### src/rtl/b62_pkg.sv
// shared types, constants and the alphabet lookup for the base62 decoder
`default_nettype none

package b62_pkg;

    localparam int MAX_CHARS    = 32;
    localparam int IDX_W        = $clog2(MAX_CHARS);
    localparam int CNT_W        = $clog2(MAX_CHARS + 1);
    localparam int TOT_W        = CNT_W + 1;
    localparam int RESULT_LIMIT = 32;
    localparam int CAP_W        = 6;
    localparam int RADIX        = 62;
    localparam int CARRY_W      = 6;
    localparam int MAC_W        = 8 + CARRY_W;

    localparam logic [7:0] CHAR_ZERO    = 8'h30;
    localparam logic [7:0] CHAR_NINE    = 8'h39;
    localparam logic [7:0] CHAR_UPPER_A = 8'h41;
    localparam logic [7:0] CHAR_UPPER_Z = 8'h5a;
    localparam logic [7:0] CHAR_LOWER_A = 8'h61;
    localparam logic [7:0] CHAR_LOWER_Z = 8'h7a;

    localparam logic [5:0] UPPER_BASE = 6'd10;
    localparam logic [5:0] LOWER_BASE = 6'd36;

    typedef enum logic [1:0] {
        ST_IDLE,
        ST_MUL,
        ST_CHECK,
        ST_EMIT
    } state_t;

    typedef enum logic [1:0] {
        STAT_OK       = 2'd0,
        STAT_INVALID  = 2'd1,
        STAT_CAPACITY = 2'd2,
        STAT_TOO_LONG = 2'd3
    } status_t;

    typedef struct packed {
        logic       is_digit;
        logic [5:0] value;
    } digit_t;

    // map one character code to its digit 0..61
    function automatic digit_t char_to_digit(input logic [7:0] code);
        digit_t d;
        d.is_digit = 1'b1;
        d.value    = 6'd0;
        if (code inside {[CHAR_ZERO:CHAR_NINE]})
        begin
            d.value = 6'(code - CHAR_ZERO);
        end
        else if (code inside {[CHAR_UPPER_A:CHAR_UPPER_Z]})
        begin
            d.value = 6'(code - CHAR_UPPER_A) + UPPER_BASE;
        end
        else if (code inside {[CHAR_LOWER_A:CHAR_LOWER_Z]})
        begin
            d.value = 6'(code - CHAR_LOWER_A) + LOWER_BASE;
        end
        else
        begin
            d.is_digit = 1'b0;
        end
        return d;
    endfunction

endpackage

`default_nettype wire

### src/rtl/b62_mac.sv
// byte-serial multiply-by-62 and carry unit shared by every accumulator byte
`default_nettype none

module b62_mac
    import b62_pkg::*;
(
    input  wire logic [7:0]         acc_byte,
    input  wire logic [CARRY_W-1:0] carry_in,
    output logic      [7:0]         sum_byte,
    output logic      [CARRY_W-1:0] carry_out
);

    logic [MAC_W-1:0] sum;

    // at most 255*62 + 62, so the carry stays within six bits
    assign sum       = MAC_W'(acc_byte) * MAC_W'(RADIX) + MAC_W'(carry_in);
    assign sum_byte  = sum[7:0];
    assign carry_out = sum[MAC_W-1:8];

endmodule

`default_nettype wire

### src/rtl/base62_decoder.sv
// top level of the streaming base62 decoder: sequencer, accumulator and register port
`default_nettype none

// Streaming base62 decoder. Characters (0-9, A-Z, a-z) arrive one beat at a
// time on the char channel, last_char marking the end of a string. Every
// accepted valid character runs one pass of the shared multiply-by-62 unit
// over the 32-byte big-endian accumulator, least significant byte first and
// one byte per cycle, so a character holds the block until its pass ends; a
// character that is ignored because the string already failed, or that fails
// it, is accepted without a pass. After the final character the check state
// compares the output length against out_capacity (capped at 32), then the
// result beats leave one per cycle, unless byte_stall holds them, through an
// output register: the leading zero bytes coming from the initial run of '0'
// characters, then the accumulator from its first nonzero byte. A failed
// string (invalid character, more than 32 characters, or too many output
// bytes) yields a single beat with out_byte 0, the error in status and
// last_byte set. char_stall is high for the whole time a character or a
// string end is being worked on. out_capacity lives at byte address 0 of the
// APB port and resets to 32; it should only be written while the block is
// idle. No clearing pass is needed after reset: a flag marks the accumulator
// as zero until the first pass rewrites every byte.
module base62_decoder
    import b62_pkg::*;
(
    input  wire logic        clk,
    input  wire logic        rst_n,

    input  wire logic        psel,
    input  wire logic        penable,
    input  wire logic        pwrite,
    input  wire logic [2:0]  paddr,
    input  wire logic [31:0] pwdata,
    output logic      [31:0] prdata,
    output logic             pready,

    input  wire logic        char_valid,
    output logic             char_stall,
    input  wire logic [7:0]  char_code,
    input  wire logic        last_char,

    output logic             byte_valid,
    input  wire logic        byte_stall,
    output logic      [7:0]  out_byte,
    output logic      [1:0]  status,
    output logic             last_byte
);

    state_t state_reg, state_next;

    // configuration
    logic [CAP_W-1:0] cap_reg;
    logic             cfg_sel;

    // accumulator, written one byte per cycle by the shared unit
    logic [7:0]       acc_reg [MAX_CHARS];
    logic             acc_zero_reg;

    // per-string state
    logic [CNT_W-1:0]   char_cnt_reg;
    logic [CNT_W-1:0]   lz_cnt_reg;
    logic               in_run_reg;
    status_t            err_reg;
    logic               last_reg;
    logic [CNT_W-1:0]   first_nz_reg;

    // pass and emit sequencing
    logic [IDX_W-1:0]   idx_reg;
    logic [CARRY_W-1:0] carry_reg;
    logic               zphase_reg;
    logic [CNT_W-1:0]   ecnt_reg;

    // output register
    logic        out_valid_reg;
    logic [7:0]  out_byte_reg;
    status_t     out_status_reg;
    logic        out_last_reg;

    // control
    logic        accept;
    logic        mul_step;
    logic        pass_end;
    logic        slot_free;
    logic        emit_fire;
    logic        emit_last;
    digit_t      digit;
    logic        start_mul;
    status_t     err_in;

    logic [7:0]         mac_in;
    logic [7:0]         mac_byte;
    logic [CARRY_W-1:0] mac_carry;

    logic [TOT_W-1:0]   total;
    logic [CAP_W-1:0]   cap_eff;

    // ---------------------------------------------------------------- apb
    assign pready  = 1'b1;
    assign cfg_sel = (paddr[2] == 1'b0);
    assign prdata  = cfg_sel ? 32'(cap_reg) : 32'd0;

    always_ff @(posedge clk or negedge rst_n)
    begin
        if (!rst_n)
        begin
            cap_reg <= CAP_W'(RESULT_LIMIT);
        end
        else if (psel && penable && pwrite && pready && cfg_sel)
        begin
            cap_reg <= pwdata[CAP_W-1:0];
        end
    end

    // ---------------------------------------------------------------- input decode
    assign digit = char_to_digit(char_code);

    // what a newly accepted character does to the error code
    always_comb
    begin
        err_in    = err_reg;
        start_mul = 1'b0;
        if (err_reg == STAT_OK)
        begin
            if (char_cnt_reg >= CNT_W'(MAX_CHARS))
            begin
                err_in = STAT_TOO_LONG;
            end
            else if (!digit.is_digit)
            begin
                err_in = STAT_INVALID;
            end
            else
            begin
                start_mul = 1'b1;
            end
        end
    end

    // ---------------------------------------------------------------- shared unit
    assign mac_in = acc_zero_reg ? 8'd0 : acc_reg[idx_reg];

    b62_mac u_mac (
        .acc_byte  (mac_in),
        .carry_in  (carry_reg),
        .sum_byte  (mac_byte),
        .carry_out (mac_carry)
    );

    // ---------------------------------------------------------------- length check
    assign cap_eff = (cap_reg > CAP_W'(RESULT_LIMIT)) ? CAP_W'(RESULT_LIMIT) : cap_reg;
    assign total   = TOT_W'(lz_cnt_reg) + (TOT_W'(MAX_CHARS) - TOT_W'(first_nz_reg));

    // ---------------------------------------------------------------- fsm outputs
    assign slot_free = !out_valid_reg || !byte_stall;

    always_comb
    begin
        char_stall = 1'b1;
        mul_step   = 1'b0;
        emit_fire  = 1'b0;
        case (state_reg)
            ST_IDLE:
            begin
                char_stall = 1'b0;
            end
            ST_MUL:
            begin
                mul_step = 1'b1;
            end
            ST_EMIT:
            begin
                emit_fire = slot_free;
            end
            default:
            begin
                char_stall = 1'b1;
            end
        endcase
    end

    assign accept   = char_valid && !char_stall;
    assign pass_end = mul_step && (idx_reg == '0);

    // final beat of the string
    always_comb
    begin
        if (err_reg != STAT_OK)
        begin
            emit_last = 1'b1;
        end
        else if (zphase_reg)
        begin
            emit_last = ((ecnt_reg + 1'b1) == lz_cnt_reg)
                     && (first_nz_reg == CNT_W'(MAX_CHARS));
        end
        else
        begin
            emit_last = (idx_reg == IDX_W'(MAX_CHARS - 1));
        end
    end

    // ---------------------------------------------------------------- fsm next state
    always_comb
    begin
        state_next = state_reg;
        case (state_reg)
            ST_IDLE:
            begin
                if (accept)
                begin
                    if (start_mul)
                    begin
                        state_next = ST_MUL;
                    end
                    else if (last_char)
                    begin
                        state_next = ST_CHECK;
                    end
                end
            end
            ST_MUL:
            begin
                if (pass_end)
                begin
                    state_next = last_reg ? ST_CHECK : ST_IDLE;
                end
            end
            ST_CHECK:
            begin
                state_next = ST_EMIT;
            end
            ST_EMIT:
            begin
                if (emit_fire && emit_last)
                begin
                    state_next = ST_IDLE;
                end
            end
            default:
            begin
                state_next = ST_IDLE;
            end
        endcase
    end

    always_ff @(posedge clk or negedge rst_n)
    begin
        if (!rst_n)
        begin
            state_reg <= ST_IDLE;
        end
        else
        begin
            state_reg <= state_next;
        end
    end

    // ---------------------------------------------------------------- string state
    always_ff @(posedge clk or negedge rst_n)
    begin
        if (!rst_n)
        begin
            acc_zero_reg <= 1'b1;
            char_cnt_reg <= '0;
            lz_cnt_reg   <= '0;
            in_run_reg   <= 1'b1;
            err_reg      <= STAT_OK;
            last_reg     <= 1'b0;
            first_nz_reg <= CNT_W'(MAX_CHARS);
            idx_reg      <= '0;
            carry_reg    <= '0;
            zphase_reg   <= 1'b0;
            ecnt_reg     <= '0;
        end
        else if (accept)
        begin
            last_reg <= last_char;
            err_reg  <= err_in;
            if (start_mul)
            begin
                char_cnt_reg <= char_cnt_reg + 1'b1;
                if (in_run_reg && (char_code == CHAR_ZERO))
                begin
                    lz_cnt_reg <= lz_cnt_reg + 1'b1;
                end
                else
                begin
                    in_run_reg <= 1'b0;
                end
                // the pass starts at the least significant byte
                carry_reg    <= CARRY_W'(digit.value);
                idx_reg      <= IDX_W'(MAX_CHARS - 1);
                first_nz_reg <= CNT_W'(MAX_CHARS);
            end
        end
        else if (mul_step)
        begin
            carry_reg <= mac_carry;
            idx_reg   <= idx_reg - 1'b1;
            // moving toward the top byte, so the last nonzero seen is the first
            if (mac_byte != 8'd0)
            begin
                first_nz_reg <= CNT_W'(idx_reg);
            end
            if (pass_end)
            begin
                acc_zero_reg <= 1'b0;
            end
        end
        else if (state_reg == ST_CHECK)
        begin
            if ((err_reg == STAT_OK) && (total > TOT_W'(cap_eff)))
            begin
                err_reg <= STAT_CAPACITY;
            end
            zphase_reg <= (lz_cnt_reg != '0);
            ecnt_reg   <= '0;
            idx_reg    <= first_nz_reg[IDX_W-1:0];
        end
        else if (emit_fire)
        begin
            if (emit_last)
            begin
                // string done: back to the empty state
                acc_zero_reg <= 1'b1;
                char_cnt_reg <= '0;
                lz_cnt_reg   <= '0;
                in_run_reg   <= 1'b1;
                err_reg      <= STAT_OK;
                last_reg     <= 1'b0;
                first_nz_reg <= CNT_W'(MAX_CHARS);
                zphase_reg   <= 1'b0;
            end
            else if (zphase_reg)
            begin
                ecnt_reg <= ecnt_reg + 1'b1;
                if ((ecnt_reg + 1'b1) == lz_cnt_reg)
                begin
                    zphase_reg <= 1'b0;
                end
            end
            else
            begin
                idx_reg <= idx_reg + 1'b1;
            end
        end
    end

    // accumulator bytes
    always_ff @(posedge clk)
    begin
        if (mul_step)
        begin
            acc_reg[idx_reg] <= mac_byte;
        end
    end

    // ---------------------------------------------------------------- output register
    always_ff @(posedge clk or negedge rst_n)
    begin
        if (!rst_n)
        begin
            out_valid_reg <= 1'b0;
        end
        else if (emit_fire)
        begin
            out_valid_reg <= 1'b1;
        end
        else if (!byte_stall)
        begin
            out_valid_reg <= 1'b0;
        end
    end

    always_ff @(posedge clk)
    begin
        if (emit_fire)
        begin
            out_last_reg   <= emit_last;
            out_status_reg <= err_reg;
            if ((err_reg != STAT_OK) || zphase_reg)
            begin
                out_byte_reg <= 8'd0;
            end
            else
            begin
                out_byte_reg <= acc_reg[idx_reg];
            end
        end
    end

    assign byte_valid = out_valid_reg;
    assign out_byte   = out_byte_reg;
    assign status     = out_status_reg;
    assign last_byte  = out_last_reg;

endmodule

`default_nettype wire

### config.mk
export PLATFORM = sky130hd
export DESIGN_NAME = base62_decoder
export DESIGN_NICKNAME = d
export VERILOG_FILES = /design/src/rtl/b62_pkg.sv /design/src/rtl/b62_mac.sv /design/src/rtl/base62_decoder.sv
export SDC_FILE = /design/constraint.sdc
export NUM_CORES = 1
export LEC_CHECK = 0
export BUFFER_PORTS_ARGS = -buffer_cell sky130_fd_sc_hd__buf_4
export CAP_MARGIN = 20
export CORE_ASPECT_RATIO = 0.75
export CORE_MARGIN = 4
export CORE_UTILIZATION = 49
export DETAILED_ROUTE_END_ITERATION = 6
export HOLD_SLACK_MARGIN = 0.02
export PLACE_DENSITY_LB_ADDON = 0.12
export SYNTH_ARGS = -nofsm -noshare
export SYNTH_HDL_FRONTEND = slang
export SYNTH_SLANG_ARGS = --single-unit
### constraint.sdc
create_clock -name clk -period 14.93 [get_ports clk]
set_clock_uncertainty 0.05 [all_clocks]
set_input_delay 2.986 -clock clk [delete_from_list [all_inputs] [get_ports clk]]
set_output_delay 2.986 -clock clk [all_outputs]
set_load 0.01 [all_outputs]
==> results of run 1 <==
==> synthesized netlist by cell type (10+ instances only) <==
cell and count:
buf_2 14, mux4_2 64, nor2_1 82, o21ai_0 29, inv_1 63, nand3_1 21, a211oi_1 11, nor3_1 18
clkbuf_1 19, buf_4 33, edfxtp_1 267, xor2_1 10, dfrtp_1 46, fa_1 17, ha_1 68, a21oi_1 21
nand2_1 59, xnor2_1 20, nor2b_1 15, and3_1 12, a221oi_1 10, a22oi_1 21
==> area by class of cell <==
class / instances / area (µm²)
Fill cell: 2616 / 14500
Multi-Input combinational cell: 694 / 6230
Sequential cell: 317 / 9280
Tap cell: 442 / 553
Clock buffer: 47 / 963
Timing Repair Buffer: 55 / 420
Clock inverter: 14 / 141
Inverter: 64 / 240
==> stage by stage <==
step                worst slack (ps)  cell area, µm²  instances   util  hold slack (ps)
floorplan                       8000           16100       1145      -              404
global placement                7010           16700       1571  0.517              422
detailed placement              6920           16700       1571  0.517              429
CTS                             6910           17800       1632  0.551              445
global route                    6550           17800       1633  0.552              473
finish                          6900           17800       1633  0.552              439
==> cells in the final DEF (no fill, tap or decap), types with 29 or more instances in the layout <==
master / synthesis / routed
ha_1: 68 / 68
edfxtp_1: 267 / 267
clkbuf_16: 0 / 37
inv_1: 63 / 63
dfrtp_1: 46 / 44
mux4_2: 64 / 64
nand2_1: 59 / 59
o21ai_0: 29 / 29
buf_4: 33 / 54
nor2_1: 82 / 82
==> routing by layer <==
layer,track usage,share of wire,wire length [µm]
met2,0.284,0.43,15000
met4,0.0398,0.013,454
met5,0,0,0
met3,0.0375,0.067,2350
met1,0.318,0.49,17100
==> cell families (layout without fill, tap and decap cells) <==
group | Yosys count | after routing | share of synthesized area
DFF | 317 | 317 | 0.579
and+or+nand+nor | 276 | 276 | 0.0915
AOI/OAI and AO/OA | 193 | 193 | 0.0954
adders and majority gates | 85 | 85 | 0.0744
xor gates and xnor gates | 30 | 30 | 0.0164
muxes | 83 | 83 | 0.103
other | 2 | 27 | 0.000469
buffers and inverters | 134 | 180 | 0.0402
==> worst register-to-register path, stage by stage (launching register included) <==
cell      delay [ps]
dfrtp_2          820
buf_4            670
mux4_2           440
a32o_1           300
a221oi_1         750
and3_1           330
nor2_1           110
fa_1             580
inv_1             70
fa_1             510
fa_1             500
inv_1             40
ha_1             350
xor2_1           170
ha_1             320
o21a_1           130
o31a_1           200
a21oi_2           50
buf_4            260
or4_1            580
o31a_1           290
o221ai_2         190
mux2i_1          250
==> worst paths after layout <==
| check | start | to | slack, ps | depth (start not counted) |
|---|---|---|---|---|
| min in group asynchronous | rst_n | cap_reg[3]$_DFFE_PN0P_ | 2460 | 1 |
| max in group asynchronous | rst_n | idx_reg[0]$_DFFE_PN0P_ | 11820 | 1 |
| worst min register to register | err_reg[0]$_DFFE_PN0P_ | status[0]$_DFFE_PP_ | 440 | 0 |
| worst max register to register | idx_reg[1]$_DFFE_PN0P_ | first_nz_reg[2]$_DFFE_PN0P_ | 6900 | 22 |
| worst min-delay path | err_reg[0]$_DFFE_PN0P_ | status[0]$_DFFE_PP_ | 440 | 0 |
| worst max-delay path | idx_reg[1]$_DFFE_PN0P_ | first_nz_reg[2]$_DFFE_PN0P_ | 6900 | 22 |
==> flow_summary.json, run 1 <==
{
  "max-cap-violations": 0,
  "worst_pin_slew_ps": 1050,
  "cts_max_level": 2,
  "gp_congestion": 0.793,
  "synth_flop_cell": "edfxtp_1",
  "tritoncts": "done",
  "worst_path_most_repeated_cell": "fa_1",
  "hold_class": "reg2reg",
  "post_route_cells_drive_above_1_share": 0.188,
  "rsz0062_at_grt": "no",
  "core_area_um2": 32300,
  "syn_to_final_growth_pct": 11.3,
  "clk_pin_slew_ps": 60,
  "cts-resized-gates": 0,
  "worst_ep_arrival_time_ps": 8410,
  "io_buffers": 41,
  "via_per_inst": 5.80,
  "largest_reg_flops": 256,
  "drtIter0Drc": 920,
  "fmax_mhz": 124,
  "hold_buffers": 0,
  "die_w_um": 217,
  "path_cells": "buf_4 -> mux4_2 -> a32o_1 -> a221oi_1 -> and3_1 -> nor2_1 -> fa_1 -> inv_1 -> fa_1 -> fa_1 -> inv_1 -> ha_1 -> xor2_1 -> ha_1 -> o21a_1 -> o31a_1 -> a21oi_2 -> buf_4 -> or4_1 -> o31a_1 -> o221ai_2 -> mux2i_1",
  "syn_area_um2": 16000,
  "crit_path_start_kind": "flip-flop",
  "ant_nets": 0,
  "vias": 9468,
  "setup_tns_ps": 0,
  "slowest_delay_ps": 820,
  "track_usage": 0.198,
  "ys_types": 89,
  "grt_max_degree": 51,
  "synth_async_sr_flop_share": 0.158,
  "diodes": 0,
  "nets": 1302,
  "syn_inst": 1120,
  "end_kind": "flip-flop",
  "ioPinCount": 97,
  "period_share": 0.538,
  "die_h_um": 165,
  "dpl.hpwl_um": 23700,
  "routed_wl_um": 35000,
  "cp.required_ps": 15310,
  "yosysSeqAreaShare": 0.579,
  "max_slew_margin": 0.300,
  "grt_pass1_vias": 9278,
  "ys_seq_elements": 317,
  "setup_viol": 0,
  "clock_path_buffers": 3,
  "slew_viol_final": 0,
  "fin_crit_ps": 8030,
  "grt_pass1_wl_um": 54600,
  "synth_area_leader_cell": "edfxtp_1",
  "syn_avg_cell_area_um2": 14.3,
  "worstSkewPairLatency_ps": 510,
  "ys_warn_count": 0,
  "rows": 57,
  "status": "completed",
  "crit_slowest_cell": "dfrtp_2",
  "final-hold-violation-count": 0,
  "clkSinkCount": 317,
  "worstSetupPathType": "reg2reg",
  "cts-root-buf": "clkbuf_16",
  "start_util": 0.496,
  "crit_family": "adder cells",
  "synth_top_area_share": 0.501,
  "synth.area.top_cells": "edfxtp_1 (50%), mux4_2 (9.0%), dfrtp_1 (7.2%)",
  "cts_made_buffers": 34,
  "synth_edf_count": 267,
  "drc": 0,
  "wl_per_cell_um": 21.4,
  "dr.pass1.iters": 6,
  "antenna_found_initial": 0,
  "dieArea_um2": 35700,
  "critPathBufInv": 4,
  "grt_overflow": 0,
  "crit_path_max_fanout": 43,
  "postCtsSetupRepairBufs": 0
}
Power of run 1 is not shown: default switching activity piles up to over one toggle a cycle in this logic, so the estimate is an artifact.
==> inputs of run 2 (changes only) <==
ABC_AREA = 1   (was not set)
clock period = 7.2 ns   (was 14.93 ns; I/O delays follow)
==> run 2 against run 1 <==
  * Synthesized area increased by 3.3%
  * Synthesized cell count increased by 47%
  * Non-clock buffer count increased by 8
  * Die area increased by 3.2%
  * Critical endpoint is now first_nz_reg[0]$_DFFE_PN0P_
  * Critical path depth increased by 5
  * Via count increased by 23%
  * Worst setup slack got worse by 6000 ps
  * Count of clock-buffer cells in the layout decreased by 9
  * Core utilization increased by 0.45 points
  * Highest routed layer is now met5
==> flow_summary.json, run 2 <==
{
  "status": "completed",
  "tritoncts": "done",
  "slowest_delay_ps": 590,
  "routed_wl_um": 39600,
  "gp_congestion": 0.842,
  "max-cap-violations": 0,
  "critPathCapture": "first_nz_reg[0]$_DFFE_PN0P_",
  "synth_common_cells": "nand2_1 (294), edfxtp_1 (267), nor2_1 (234)",
  "rsz0062_at_grt": "no",
  "cts-root-buf": "clkbuf_16",
  "ys_seq_elements": 317,
  "synth_edf_count": 267,
  "end_kind": "flip-flop",
  "cts_max_level": 1,
  "antenna_found_initial": 1,
  "die_h_um": 167,
  "synth_flop_cell": "edfxtp_1",
  "cp-startpoint": "idx_reg[0]$_DFFE_PN0P_",
  "reg2reg_slack_ps": 900,
  "synth.most_common_cell": "nand2_1",
  "n_fill_cell": 2901,
  "fmax_mhz": 159,
  "drc": 0,
  "dpl_cell_area_um2": 17200,
  "clkSinkCount": 317,
  "worst_ep_arrival_time_ps": 6700,
  "hold_buffers": 0,
  "cp.required_ps": 7600,
  "syn_avg_cell_area_um2": 10.1,
  "cts-resized-gates": 0,
  "slew_viol_final": 0,
  "grt_max_degree": 135,
  "fin_crit_ps": 6300,
  "clock_path_buffers": 3,
  "synth_async_sr_flop_share": 0.158,
  "track_usage": 0.216,
  "crit_path_start_kind": "flip-flop",
  "hold-worst-slack_ps": 424,
  "worstSetupPathType": "reg2reg",
  "yosysSeqAreaShare": 0.560,
  "hold_class": "reg2reg",
  "period_share": 0.875,
  "die_w_um": 220,
  "final_common_cell": "nand2_1",
  "rr_worst_depth": 27,
  "grt_overflow": 0,
  "ioPinCount": 97,
  "vias": 11700,
  "crit_slowest_cell": "fa_1",
  "wl_per_cell_um": 18.5,
  "io_buffers": 41,
  "synth_area_leader_cell": "edfxtp_1",
  "grt_pass1_wl_um": 62400,
  "dieArea_um2": 36800,
  "r2r-end": "first_nz_reg[0]$_DFFE_PN0P_",
  "worstSkewPairLatency_ps": 570,
  "synth.area.top_cells": "edfxtp_1 (48%), dfrtp_1 (7.0%), nand2_1 (6.7%)",
  "worst_path_most_repeated_cell": "nand2_1",
  "syn_to_final_growth_pct": 10.3,
  "finalNonFillerCells": 2140,
  "ys_types": 59,
  "max_slew_margin": 0.294,
  "drtIter0Drc": 1063,
  "largest_reg_flops": 256,
  "rows": 57,
  "setup_tns_ps": 0,
  "synth_top_area_share": 0.485,
  "r2r_start": "idx_reg[0]$_DFFE_PN0P_",
  "dr.pass1.iters": 5,
  "final-hold-violation-count": 0,
  "fin_area_um2": 18300,
  "via_per_inst": 5.44,
  "core_area_um2": 32800,
  "postCtsSetupRepairBufs": 0,
  "grt_pass1_vias": 11100,
  "worst_pin_slew_ps": 1060,
  "ant_nets": 0,
  "clk_pin_slew_ps": 60,
  "dpl.hpwl_um": 26600,
  "crit_path_max_fanout": 30,
  "ys_warn_count": 0,
  "start_util": 0.504,
  "syn_area_um2": 16500,
  "final_cell_mix": "nand2_1 (294), edfxtp_1 (267), nor2_1 (234), o21ai_0 (128), inv_1 (126)",
  "setup_viol": 0,
  "syn_inst": 1643,
  "post_route_cells_drive_above_1_share": 0.110,
  "diodes": 0,
  "cts_made_buffers": 31,
  "place_inst": 2081,
  "nets": 1813
}
==> run 2: cell count changes after synthesis, moves of 11 or more <==
| cell | before | now |
|---|---|---|
| nand2_1 | 59 | 294 |
| nor2_1 | 82 | 234 |
| o21ai_0 | 29 | 128 |
| inv_1 | 63 | 127 |
| mux4_2 | 64 | 0 |
| o22ai_1 | 2 | 66 |
| nand3_1 | 21 | 69 |
| nand4_1 | 8 | 30 |
| o21ai_1 | 7 | 27 |
| a22oi_1 | 21 | 3 |
| nor2b_1 | 15 | 0 |
| nand2_2 | 0 | 14 |
| inv_2 | 0 | 12 |
| xnor2_1 | 20 | 9 |
==> run 2: area by class of cell <==
class	count	area [µm²]	area share
sequential	317	9280	0.508
multi-input combinational	1123	6330	0.347
clock buffer	38	802	0.0439
timing repair buffer	63	623	0.0341
tap	442	553	0.0303
inverter	141	533	0.0292
clock inverter	16	125	0.00686
==> run 2: through the flow <==
step,setup WS [ps],utilization
floorplan,1490,-
global placement,839,0.524
detailed placement,694,0.524
CTS,666,0.552
global route,473,0.556
finish,898,0.556
==> run 2: worst min path at each step <==
stage	startpoint	to	slack (ps)	cells after the start
after floorplan	err_reg[0]$_DFFE_PN0P_	status[0]$_DFFE_PP_	370	0
after global placement	first_nz_reg[4]$_DFFE_PN0P_	first_nz_reg[4]$_DFFE_PN0P_	410	2
after detailed placement	first_nz_reg[4]$_DFFE_PN0P_	first_nz_reg[4]$_DFFE_PN0P_	410	2
after CTS	first_nz_reg[4]$_DFFE_PN0P_	first_nz_reg[4]$_DFFE_PN0P_	420	2
after global routing	first_nz_reg[5]$_DFFE_PN1P_	first_nz_reg[5]$_DFFE_PN1P_	450	2
final	first_nz_reg[3]$_DFFE_PN0P_	first_nz_reg[3]$_DFFE_PN0P_	420	2
==> run 2: cells by family (layout without fill, tap and decap cells) <==
family | Yosys count | count (layout) | synth area share
compound gates | 278 | 278 | 0.0949
xor+xnor | 27 | 27 | 0.0147
fa+ha+maj | 85 | 85 | 0.0720
buf+inv | 228 | 258 | 0.0628
flops | 317 | 317 | 0.560
other cells | 2 | 27 | 0.000454
simple gates | 706 | 706 | 0.195
==> run 2: routing by layer <==
metal | vias up | wire [µm] | global-route usage
li1 | 5672 | - | -
met1 | 5629 | 19500 | 0.345
met2 | 311 | 17100 | 0.317
met3 | 37 | 2430 | 0.0335
met4 | 2 | 541 | 0.0325
met5 | - | 11 | 0
==> run 2: critical path, delay by kind of cell, from the launching register on <==
family                   cells  cell delay, ps
AND/OR/NAND/NOR             13            1760
adder cells (fa/ha/maj)      5            2320
XOR/XNOR                     1             190
buffers and inverters        5             890
AO/OA/AOI/OAI                3             500
flip-flops                   1             430
Power of run 2 is left out for the same reason.
